**src/sv/slice_median_nan_mode_macros.svh**
```systemverilog
// assertion macros for the slice median block
`ifndef SLICE_MEDIAN_NAN_MODE_MACROS_SVH
`define SLICE_MEDIAN_NAN_MODE_MACROS_SVH

// same-cycle implication
`define SMN_ASSERT_NOW(name, clk, rst, ante, cons, msg) \
   name: assert property (@(posedge clk) disable iff (rst) (ante) |-> (cons)) \
      else $error(msg);

// next-cycle implication
`define SMN_ASSERT_NEXT(name, clk, rst, ante, cons, msg) \
   name: assert property (@(posedge clk) disable iff (rst) (ante) |=> (cons)) \
      else $error(msg);

`endif

```
**src/sv/smn_pkg.sv**
```systemverilog
// shared types and constants for the slice median block
package smn_pkg;

   localparam int MAX_SLICE_LEN = 64;
   localparam int ADDR_W        = (MAX_SLICE_LEN > 1) ? $clog2(MAX_SLICE_LEN) : 1;
   localparam int CNT_W         = $clog2(MAX_SLICE_LEN + 1);
   localparam int DATA_W        = 32;

   localparam logic [CNT_W-1:0] MAX_COUNT = CNT_W'(MAX_SLICE_LEN);

   typedef struct packed {
      logic signed [DATA_W-1:0] sample_value;
      logic                     sample_is_nan;
      logic                     last_in_slice;
   } smn_req_type;

   typedef struct packed {
      logic signed [DATA_W-1:0] median_value;
      logic                     median_is_nan;
   } smn_rsp_type;

   typedef struct packed {
      logic [CNT_W-1:0] kept_count;
      logic             nan_seen;
   } smn_status_type;

endpackage

```
**src/sv/smn_ram.sv**
```systemverilog
// generic single-write, single-read ram with registered read data
module smn_ram #(
   parameter int WIDTH = 32,
   parameter int DEPTH = 64
) (
   input  logic                     clock,
   input  logic                     wr_en,
   input  logic [$clog2(DEPTH)-1:0] wr_addr,
   input  logic [WIDTH-1:0]         wr_data,
   input  logic [$clog2(DEPTH)-1:0] rd_addr,
   output logic [WIDTH-1:0]         rd_data
);

   logic [WIDTH-1:0] mem_ff [DEPTH];
   logic [WIDTH-1:0] rd_data_ff;

   always_ff @(posedge clock) begin
      if (wr_en) begin
         mem_ff[wr_addr] <= wr_data;
      end
      rd_data_ff <= mem_ff[rd_addr];
   end

   assign rd_data = rd_data_ff;

endmodule

```
**src/sv/smn_core.sv**
```systemverilog
// sorted-insert sequencer around the sample ram, plus median readout
module smn_core
   import smn_pkg::*;
(
   input  logic           clock,
   input  logic           reset,
   input  logic           req_valid,
   output logic           req_ready,
   input  smn_req_type    req_data,
   input  logic           nan_mode,
   output logic           res_valid,
   input  logic           res_ready,
   output smn_rsp_type    res_data,
   output smn_status_type status
);

   localparam logic [2:0] ST_IDLE  = 3'd0;
   localparam logic [2:0] ST_SHIFT = 3'd1;
   localparam logic [2:0] ST_PLACE = 3'd2;
   localparam logic [2:0] ST_FINAL = 3'd3;
   localparam logic [2:0] ST_MID0  = 3'd4;
   localparam logic [2:0] ST_MID1  = 3'd5;
   localparam logic [2:0] ST_EMIT  = 3'd6;

   logic [2:0]               state_ff, state_in;
   logic [CNT_W-1:0]         count_ff, count_in;
   logic [ADDR_W-1:0]        pos_ff, pos_in;
   logic signed [DATA_W-1:0] samp_ff, samp_in;
   logic                     last_ff, last_in;
   logic                     nan_seen_ff, nan_seen_in;
   logic [DATA_W-1:0]        lo_ff, lo_in;
   smn_rsp_type              res_ff, res_in;

   logic                     wr_en;
   logic [ADDR_W-1:0]        wr_addr;
   logic [DATA_W-1:0]        wr_data;
   logic [ADDR_W-1:0]        rd_addr;
   logic [DATA_W-1:0]        rd_data;

   logic [CNT_W-1:0]         half_cnt;
   logic [CNT_W-1:0]         cnt_m1;
   logic [DATA_W:0]          mid_sum;
   logic [2:0]               after_ins;

   smn_ram #(
      .WIDTH (DATA_W),
      .DEPTH (MAX_SLICE_LEN)
   ) u_store (
      .clock   (clock),
      .wr_en   (wr_en),
      .wr_addr (wr_addr),
      .wr_data (wr_data),
      .rd_addr (rd_addr),
      .rd_data (rd_data)
   );

   assign half_cnt = count_ff >> 1;
   assign cnt_m1   = count_ff - CNT_W'(1);
   // 33-bit sum, dropping bit 0 floors toward minus infinity
   assign mid_sum  = {lo_ff[DATA_W-1], lo_ff} + {rd_data[DATA_W-1], rd_data};
   assign after_ins = last_ff ? ST_FINAL : ST_IDLE;

   always_comb begin
      state_in    = state_ff;
      count_in    = count_ff;
      pos_in      = pos_ff;
      samp_in     = samp_ff;
      last_in     = last_ff;
      nan_seen_in = nan_seen_ff;
      lo_in       = lo_ff;
      res_in      = res_ff;
      wr_en       = 1'b0;
      wr_addr     = pos_ff;
      wr_data     = samp_ff;
      rd_addr     = '0;
      req_ready   = 1'b0;
      res_valid   = 1'b0;

      unique case (state_ff)
         ST_IDLE: begin
            req_ready = 1'b1;
            if (req_valid) begin
               samp_in = req_data.sample_value;
               last_in = req_data.last_in_slice;
               if (req_data.sample_is_nan || count_ff == MAX_COUNT) begin
                  // nan sample, or store full: nothing goes to the ram
                  if (req_data.sample_is_nan) begin
                     nan_seen_in = 1'b1;
                  end
                  state_in = req_data.last_in_slice ? ST_FINAL : ST_IDLE;
               end else if (count_ff == '0) begin
                  wr_en    = 1'b1;
                  wr_addr  = '0;
                  wr_data  = req_data.sample_value;
                  count_in = count_ff + CNT_W'(1);
                  state_in = req_data.last_in_slice ? ST_FINAL : ST_IDLE;
               end else begin
                  rd_addr  = cnt_m1[ADDR_W-1:0];
                  pos_in   = count_ff[ADDR_W-1:0];
                  state_in = ST_SHIFT;
               end
            end
         end
         ST_SHIFT: begin
            wr_en = 1'b1;
            if (samp_ff < $signed(rd_data)) begin
               // move the larger entry up one slot
               wr_data = rd_data;
               pos_in  = pos_ff - ADDR_W'(1);
               if (pos_ff == ADDR_W'(1)) begin
                  state_in = ST_PLACE;
               end else begin
                  rd_addr = pos_ff - ADDR_W'(2);
               end
            end else begin
               count_in = count_ff + CNT_W'(1);
               state_in = after_ins;
            end
         end
         ST_PLACE: begin
            wr_en    = 1'b1;
            count_in = count_ff + CNT_W'(1);
            state_in = after_ins;
         end
         ST_FINAL: begin
            if (count_ff == '0 || (nan_mode && nan_seen_ff)) begin
               res_in.median_value  = '0;
               res_in.median_is_nan = 1'b1;
               state_in             = ST_EMIT;
            end else if (count_ff[0]) begin
               rd_addr  = half_cnt[ADDR_W-1:0];
               state_in = ST_MID1;
            end else begin
               rd_addr  = ADDR_W'(half_cnt - CNT_W'(1));
               state_in = ST_MID0;
            end
         end
         ST_MID0: begin
            lo_in    = rd_data;
            rd_addr  = half_cnt[ADDR_W-1:0];
            state_in = ST_MID1;
         end
         ST_MID1: begin
            res_in.median_value  = count_ff[0] ? $signed(rd_data)
                                               : $signed(mid_sum[DATA_W:1]);
            res_in.median_is_nan = 1'b0;
            state_in             = ST_EMIT;
         end
         ST_EMIT: begin
            res_valid = 1'b1;
            if (res_ready) begin
               count_in    = '0;
               nan_seen_in = 1'b0;
               state_in    = ST_IDLE;
            end
         end
         default: begin
            state_in = ST_IDLE;
         end
      endcase
   end

   always_ff @(posedge clock) begin
      if (reset) begin
         state_ff    <= ST_IDLE;
         count_ff    <= '0;
         nan_seen_ff <= 1'b0;
      end else begin
         state_ff    <= state_in;
         count_ff    <= count_in;
         nan_seen_ff <= nan_seen_in;
      end
      pos_ff  <= pos_in;
      samp_ff <= samp_in;
      last_ff <= last_in;
      lo_ff   <= lo_in;
      res_ff  <= res_in;
   end

   assign res_data          = res_ff;
   assign status.kept_count = count_ff;
   assign status.nan_seen   = nan_seen_ff;

endmodule

```
**src/sv/slice_median_nan_mode.sv**
```systemverilog
// top level of the streaming slice median with nan policy
// usage:
//   req_* carries one sample per beat (value, nan flag, last-of-slice flag)
//   with valid/ready. each non-nan sample is insertion-sorted into a 64-entry
//   ram unless it is full; nan samples only set a flag. rsp_* carries one beat
//   per slice, the median (zero with median_is_nan set when the result is nan).
//   csr_wr_en/csr_wr_data write nan_mode (0 omit nan, 1 any nan gives nan).
// sample intake and median readout:
//   a sample is taken in one beat; a non-nan sample then keeps req_ready low
//   while each larger stored entry moves up one slot (one read and one write
//   per cycle of the sample ram) and while it is placed. nan samples and
//   samples that land on top move no entries.
//   once the last sample of a slice is inserted, the core reads the middle
//   entry (both, added and halved, for an even count) and registers the median
//   for the response register; a nan result skips the reads.
// reset: synchronous, active high; empties the slice, sets nan_mode to 1.
//   ram contents are not cleared, entries are only read after being written.
// stall: the response register holds one finished median; the core waits
//   with its result while that register is full and not drained.
module slice_median_nan_mode
   import smn_pkg::*;
(
   input  logic        clock,
   input  logic        reset,
   input  logic        req_valid,
   output logic        req_ready,
   input  smn_req_type req_data,
   output logic        rsp_valid,
   input  logic        rsp_ready,
   output smn_rsp_type rsp_data,
   input  logic        csr_wr_en,
   input  logic        csr_wr_data
);

`include "slice_median_nan_mode_macros.svh"

   logic           nan_mode_ff;
   logic           rsp_valid_ff, rsp_valid_in;
   smn_rsp_type    rsp_data_ff, rsp_data_in;

   logic           core_res_valid;
   logic           core_res_ready;
   smn_rsp_type    core_res_data;
   smn_status_type core_status;
   logic           handoff;

   // sorting sequencer and sample store
   smn_core u_core (
      .clock     (clock),
      .reset     (reset),
      .req_valid (req_valid),
      .req_ready (req_ready),
      .req_data  (req_data),
      .nan_mode  (nan_mode_ff),
      .res_valid (core_res_valid),
      .res_ready (core_res_ready),
      .res_data  (core_res_data),
      .status    (core_status)
   );

   // response slot is free when empty or being drained this cycle
   assign core_res_ready = !rsp_valid_ff || rsp_ready;
   assign handoff        = core_res_valid && core_res_ready;

   always_comb begin
      rsp_valid_in = rsp_valid_ff;
      rsp_data_in  = rsp_data_ff;
      if (handoff) begin
         rsp_valid_in = 1'b1;
         rsp_data_in  = core_res_data;
      end else if (rsp_ready) begin
         rsp_valid_in = 1'b0;
      end
   end

   always_ff @(posedge clock) begin
      if (reset) begin
         nan_mode_ff  <= 1'b1;
         rsp_valid_ff <= 1'b0;
      end else begin
         if (csr_wr_en) begin
            nan_mode_ff <= csr_wr_data;
         end
         rsp_valid_ff <= rsp_valid_in;
      end
      rsp_data_ff <= rsp_data_in;
   end

   assign rsp_valid = rsp_valid_ff;
   assign rsp_data  = rsp_data_ff;

   // checks on the core and the response slot
   `SMN_ASSERT_NOW(a_count_bound, clock, reset, 1'b1,
                   core_status.kept_count <= MAX_COUNT, "kept count beyond store depth")
   `SMN_ASSERT_NOW(a_nan_zero, clock, reset, rsp_valid && rsp_data.median_is_nan,
                   rsp_data.median_value == '0, "nan median with nonzero value")
   `SMN_ASSERT_NOW(a_busy_no_take, clock, reset, core_res_valid,
                   !req_ready, "sample taken while a median is pending")
   `SMN_ASSERT_NEXT(a_slice_cleared, clock, reset, handoff,
                    core_status.kept_count == '0 && !core_status.nan_seen,
                    "slice state not cleared after median")

endmodule
```
**config.mk**
```make
export PLATFORM = sky130hd
export DESIGN_NAME = slice_median_nan_mode
export DESIGN_NICKNAME = d
export VERILOG_FILES = /design/src/sv/smn_pkg.sv /design/src/sv/smn_ram.sv /design/src/sv/smn_core.sv /design/src/sv/slice_median_nan_mode.sv
export VERILOG_INCLUDE_DIRS = /design/src /design/src/sv
export SDC_FILE = /design/constraint.sdc
export NUM_CORES = 2
export LEC_CHECK = 0
export BUFFER_PORTS_ARGS = -buffer_cell sky130_fd_sc_hd__buf_2
export CAP_MARGIN = 0
export CORE_ASPECT_RATIO = 0.75
export CORE_MARGIN = 4
export CORE_UTILIZATION = 30
export DETAILED_ROUTE_END_ITERATION = 10
export PLACE_DENSITY = 0.55
export SLEW_MARGIN = 20
export SYNTH_ARGS = -nofsm -noshare
export SYNTH_HDL_FRONTEND = slang
export SYNTH_SLANG_ARGS = --single-unit
```
**constraint.sdc**
```tcl
create_clock -name clock -period 6.4 [get_ports clock]
set_clock_uncertainty 0.05 [all_clocks]
set_input_delay 1.28 -clock clock [delete_from_list [all_inputs] [get_ports clock]]
set_output_delay 1.28 -clock clock [all_outputs]
set_load 0.05 [all_outputs]
```
==> impl_metrics.env <==
export IMPL_critical_path_top_delay_family="simple AND/OR/NAND/NOR gates"
export IMPL_p_per_area_nw_per_um2=447
export IMPL_grt_usage_pct=16.9
export IMPL_drtIter0Drc=7335
export IMPL_min_period_over_period_pct=96.7
export IMPL_clk_pin_slew_ps=60
export IMPL_hold_viol=0
export IMPL_hpwl_microns=160000
export IMPL_drive_above_1_share_pct=12.2
export IMPL_synth_seq_cells=2230
export IMPL_min_period_ps=6190
export IMPL_maxSlewHeadroom_pct=24.0
export IMPL_numCtsBuffers=212
export IMPL_cts_max_level=4
export IMPL_drc_errors=0
export IMPL_leakagePower_nw=34.9
export IMPL_cts_sinks=2230
export IMPL_coreArea_sq_um=297000
export IMPL_fp_dieArea_sq_um=307000
export IMPL_ys_dominant_reg_cell="edfxtp_1"
export IMPL_cts_resized=0
export IMPL_routedWlPerCell_microns=24.5
export IMPL_seq_area_frac_synth_pct=74.3
export IMPL_path_class="flip-flop to flip-flop"
export IMPL_final_cells=11000
export IMPL_gp_congestion=0.853
export IMPL_grt_pass1_wl_microns=390000
export IMPL_tightest_slew_ps=1130
export IMPL_max_stage_delay_ps=860
export IMPL_cts_hold_buf=0
export IMPL_setup_total_negative_slack_ps=0
export IMPL_path_cells="inv_1 > ha_1 > nand2_1 > nor4_1 > or4b_1 > and4_1 > o211a_1 > nor2_4 > buf_12 > buf_4 > mux2i_1 > a32oi_1 > a31oi_1 > a2111oi_1 > buf_4 > and3_1"
export IMPL_final_core_util_pct=34.9
export IMPL_syn_avg_cell_area_sq_um=13.4
export IMPL_maxSlewViolCount=0
export IMPL_vias=57900
export IMPL_clk_latency_ps=890
export IMPL_critPathRequiredTime_ps=7130
export IMPL_pre_cts_ws_ps=234
export IMPL_layout_commonest_cell="edfxtp_1"
export IMPL_arrival_ps=6920
export IMPL_grt_overflow=0
export IMPL_synth_async_reset_ratio_pct=0
export IMPL_timing_fmax_mhz=162
export IMPL_first_global_vias=54700
export IMPL_place_inst=10600
export IMPL_synth_cells=6696
export IMPL_worst_slack_ps=209
export IMPL_die_x_microns=639
export IMPL_synth_warnings=0
export IMPL_setup_viol=0
export IMPL_cts_tree="done"
export IMPL_status="complete, no violations"
export IMPL_ioPinCount=75
export IMPL_syn_num_nets=6809
export IMPL_hp_class="flip-flop to flip-flop"
export IMPL_post_cts_buffers=0
export IMPL_cp_buffers_inverters=4
export IMPL_grt_max_degree=113
export IMPL_nets=7025
export IMPL_initial_utilization_pct=30.2
export IMPL_critical_path_most_common_cell="buf_4"
export IMPL_final_cell_mix="edfxtp_1 (2185), nand2_1 (1766), nand3_1 (674)"
export IMPL_synth_edf_count=2185
export IMPL_cp_max_fo=40
export IMPL_cts_root_buf="clkbuf_16"
export IMPL_drtAntennaViolNets=0
export IMPL_rows=173
export IMPL_start_kind="flip-flop"
export IMPL_synthesis_area_sq_um=89600
export IMPL_fp_dieH_microns=481
export IMPL_drt_vias_per_instance=5.26
export IMPL_area_delta_synth_final_pct=15.7
export IMPL_yosysUniqueCellTypes=87
export IMPL_peakVddDrop_v=0.000290
export IMPL_drt_pass1_iterations=7
export IMPL_clockBufferDepth=4
export IMPL_rsz0062_at_grt="no"
export IMPL_port_buffers=74
export IMPL_max_cap_violations=0
export IMPL_antenna_found_initial=5
export IMPL_wl_microns=269000
export IMPL_cpMaxStageDelayCell="a2111oi_1"
export IMPL_crit_path_end_kind="flip-flop"
==> state kept, by name (all words and copies together), names as in the netlist, 3 cells and up <==
register,flops
rsp_data,33
u_core.count_ff,7
u_core.lo_ff,32
u_core.pos_ff,6
u_core.res_data,33
u_core.samp_ff,32
u_core.state_ff,3
u_core.u_store.mem_ff,2048
u_core.u_store.rd_data,32
==> worst reg2reg max path, delay by kind of cell, from the launching register on <==
| kind | cells | cell delay [ps] |
|---|---|---|
| compound gates | 4 | 1790 |
| fa+ha+maj | 1 | 330 |
| buf+inv | 4 | 1000 |
| flops | 1 | 620 |
| mux | 1 | 120 |
| simple gates | 6 | 2200 |
==> logic make-up after synthesis <==
group	after synthesis	synth area share [%]
adder cells (fa/ha/maj)	73	1.03
buffers and inverters	464	2.24
AND/OR/NAND/NOR	2863	13.7
multiplexers	143	1.60
AO/OA/AOI/OAI	884	6.77
flip-flops	2230	74.3
XOR/XNOR	39	0.381
==> power by group <==
part           total, W  switching (W)  internal [W]  leakage, nW
Combinational    0.0144         0.0105       0.00391         11.7
Clock            0.0122        0.00549       0.00673         3.18
Sequential       0.0197       0.000440        0.0192         20.1
Total            0.0463         0.0164        0.0299         34.9
==> through the flow <==
stage | hold slack, ps | power [W] | area, sq um
6_report | 367 | 0.0463 | 104000
5_1_grt | 374 | 0.0483 | 104000
4_1_cts | 370 | 0.0465 | 104000
3_5_place_dp | 355 | 0.0343 | 97100
3_3_place_gp | 359 | 0.0341 | 97100
2_1_floorplan | 350 | 0.0278 | 89600
==> synthesized netlist by cell type (5+ instances only) <==
library cell	instances	area [sq um]
inv_1	54	203
and3_1	100	626
o21a_1	10	75.1
a21boi_0	12	90.1
buf_1	33	124
clkbuf_1	221	830
nand4_1	57	357
nand3_1	675	3380
nor2_1	143	537
buf_2	133	666
edfxtp_1	2185	65600
a21oi_1	236	1180
xor2_1	13	114
mux2i_1	138	1380
a31oi_1	160	1000
o211a_1	5	50.1
o41ai_1	31	272
a22oi_1	43	323
nand2_1	1799	6750
o21ai_0	37	185
a211oi_1	109	818
or3_1	10	62.6
a31o_2	5	43.8
buf_4	20	150
a32oi_1	87	762
nor3_1	16	80.1
mux2_2	5	56.3
nand2b_1	7	43.8
dfxtp_1	45	901
ha_1	72	901
a21o_1	16	120
xnor2_1	26	228
nor2b_1	13	81.3
o22ai_1	39	244
a221oi_1	8	70.1
a2111oi_0	29	254
a311oi_1	5	43.8
==> final timing paths <==
check,start,endpoint,slack (ps),depth (start not counted)
hold / removal,u_core.res_data[25]$_SDFFCE_PN0P_,rsp_data[25]$_DFFE_PP_,370,0
setup reg to reg,u_core.u_store.rd_data[9]$_DFF_P_,u_core.u_store.rd_data[3]$_DFF_P_,210,16
setup / recovery,u_core.u_store.rd_data[9]$_DFF_P_,u_core.u_store.rd_data[3]$_DFF_P_,210,16
hold reg to reg,u_core.res_data[25]$_SDFFCE_PN0P_,rsp_data[25]$_DFFE_PP_,370,0
==> area by class of cell <==
class                           instances  area (sq um)
Inverter                               54           203
Tap cell                             3937          4930
Clock inverter                         96           805
Multi-Input combinational cell       4002         21800
Sequential cell                      2230         66500
Fill cell                           28400        193000
Clock buffer                          281          5740
Timing Repair Buffer                  412          3640
Antenna cell                            2          5.00
==> per-layer routing <==
layer  vias to the layer above  wire length (microns)  track usage [%]
li1                      25400                      -                -
met1                     29600                 124000             25.9
met2                      2529                 117000             24.9
met3                       374                  21900             2.65
met4                         2                   6910             4.26
met5                         -                      9                0
Note: power is estimated with default switching activity, not from simulation.
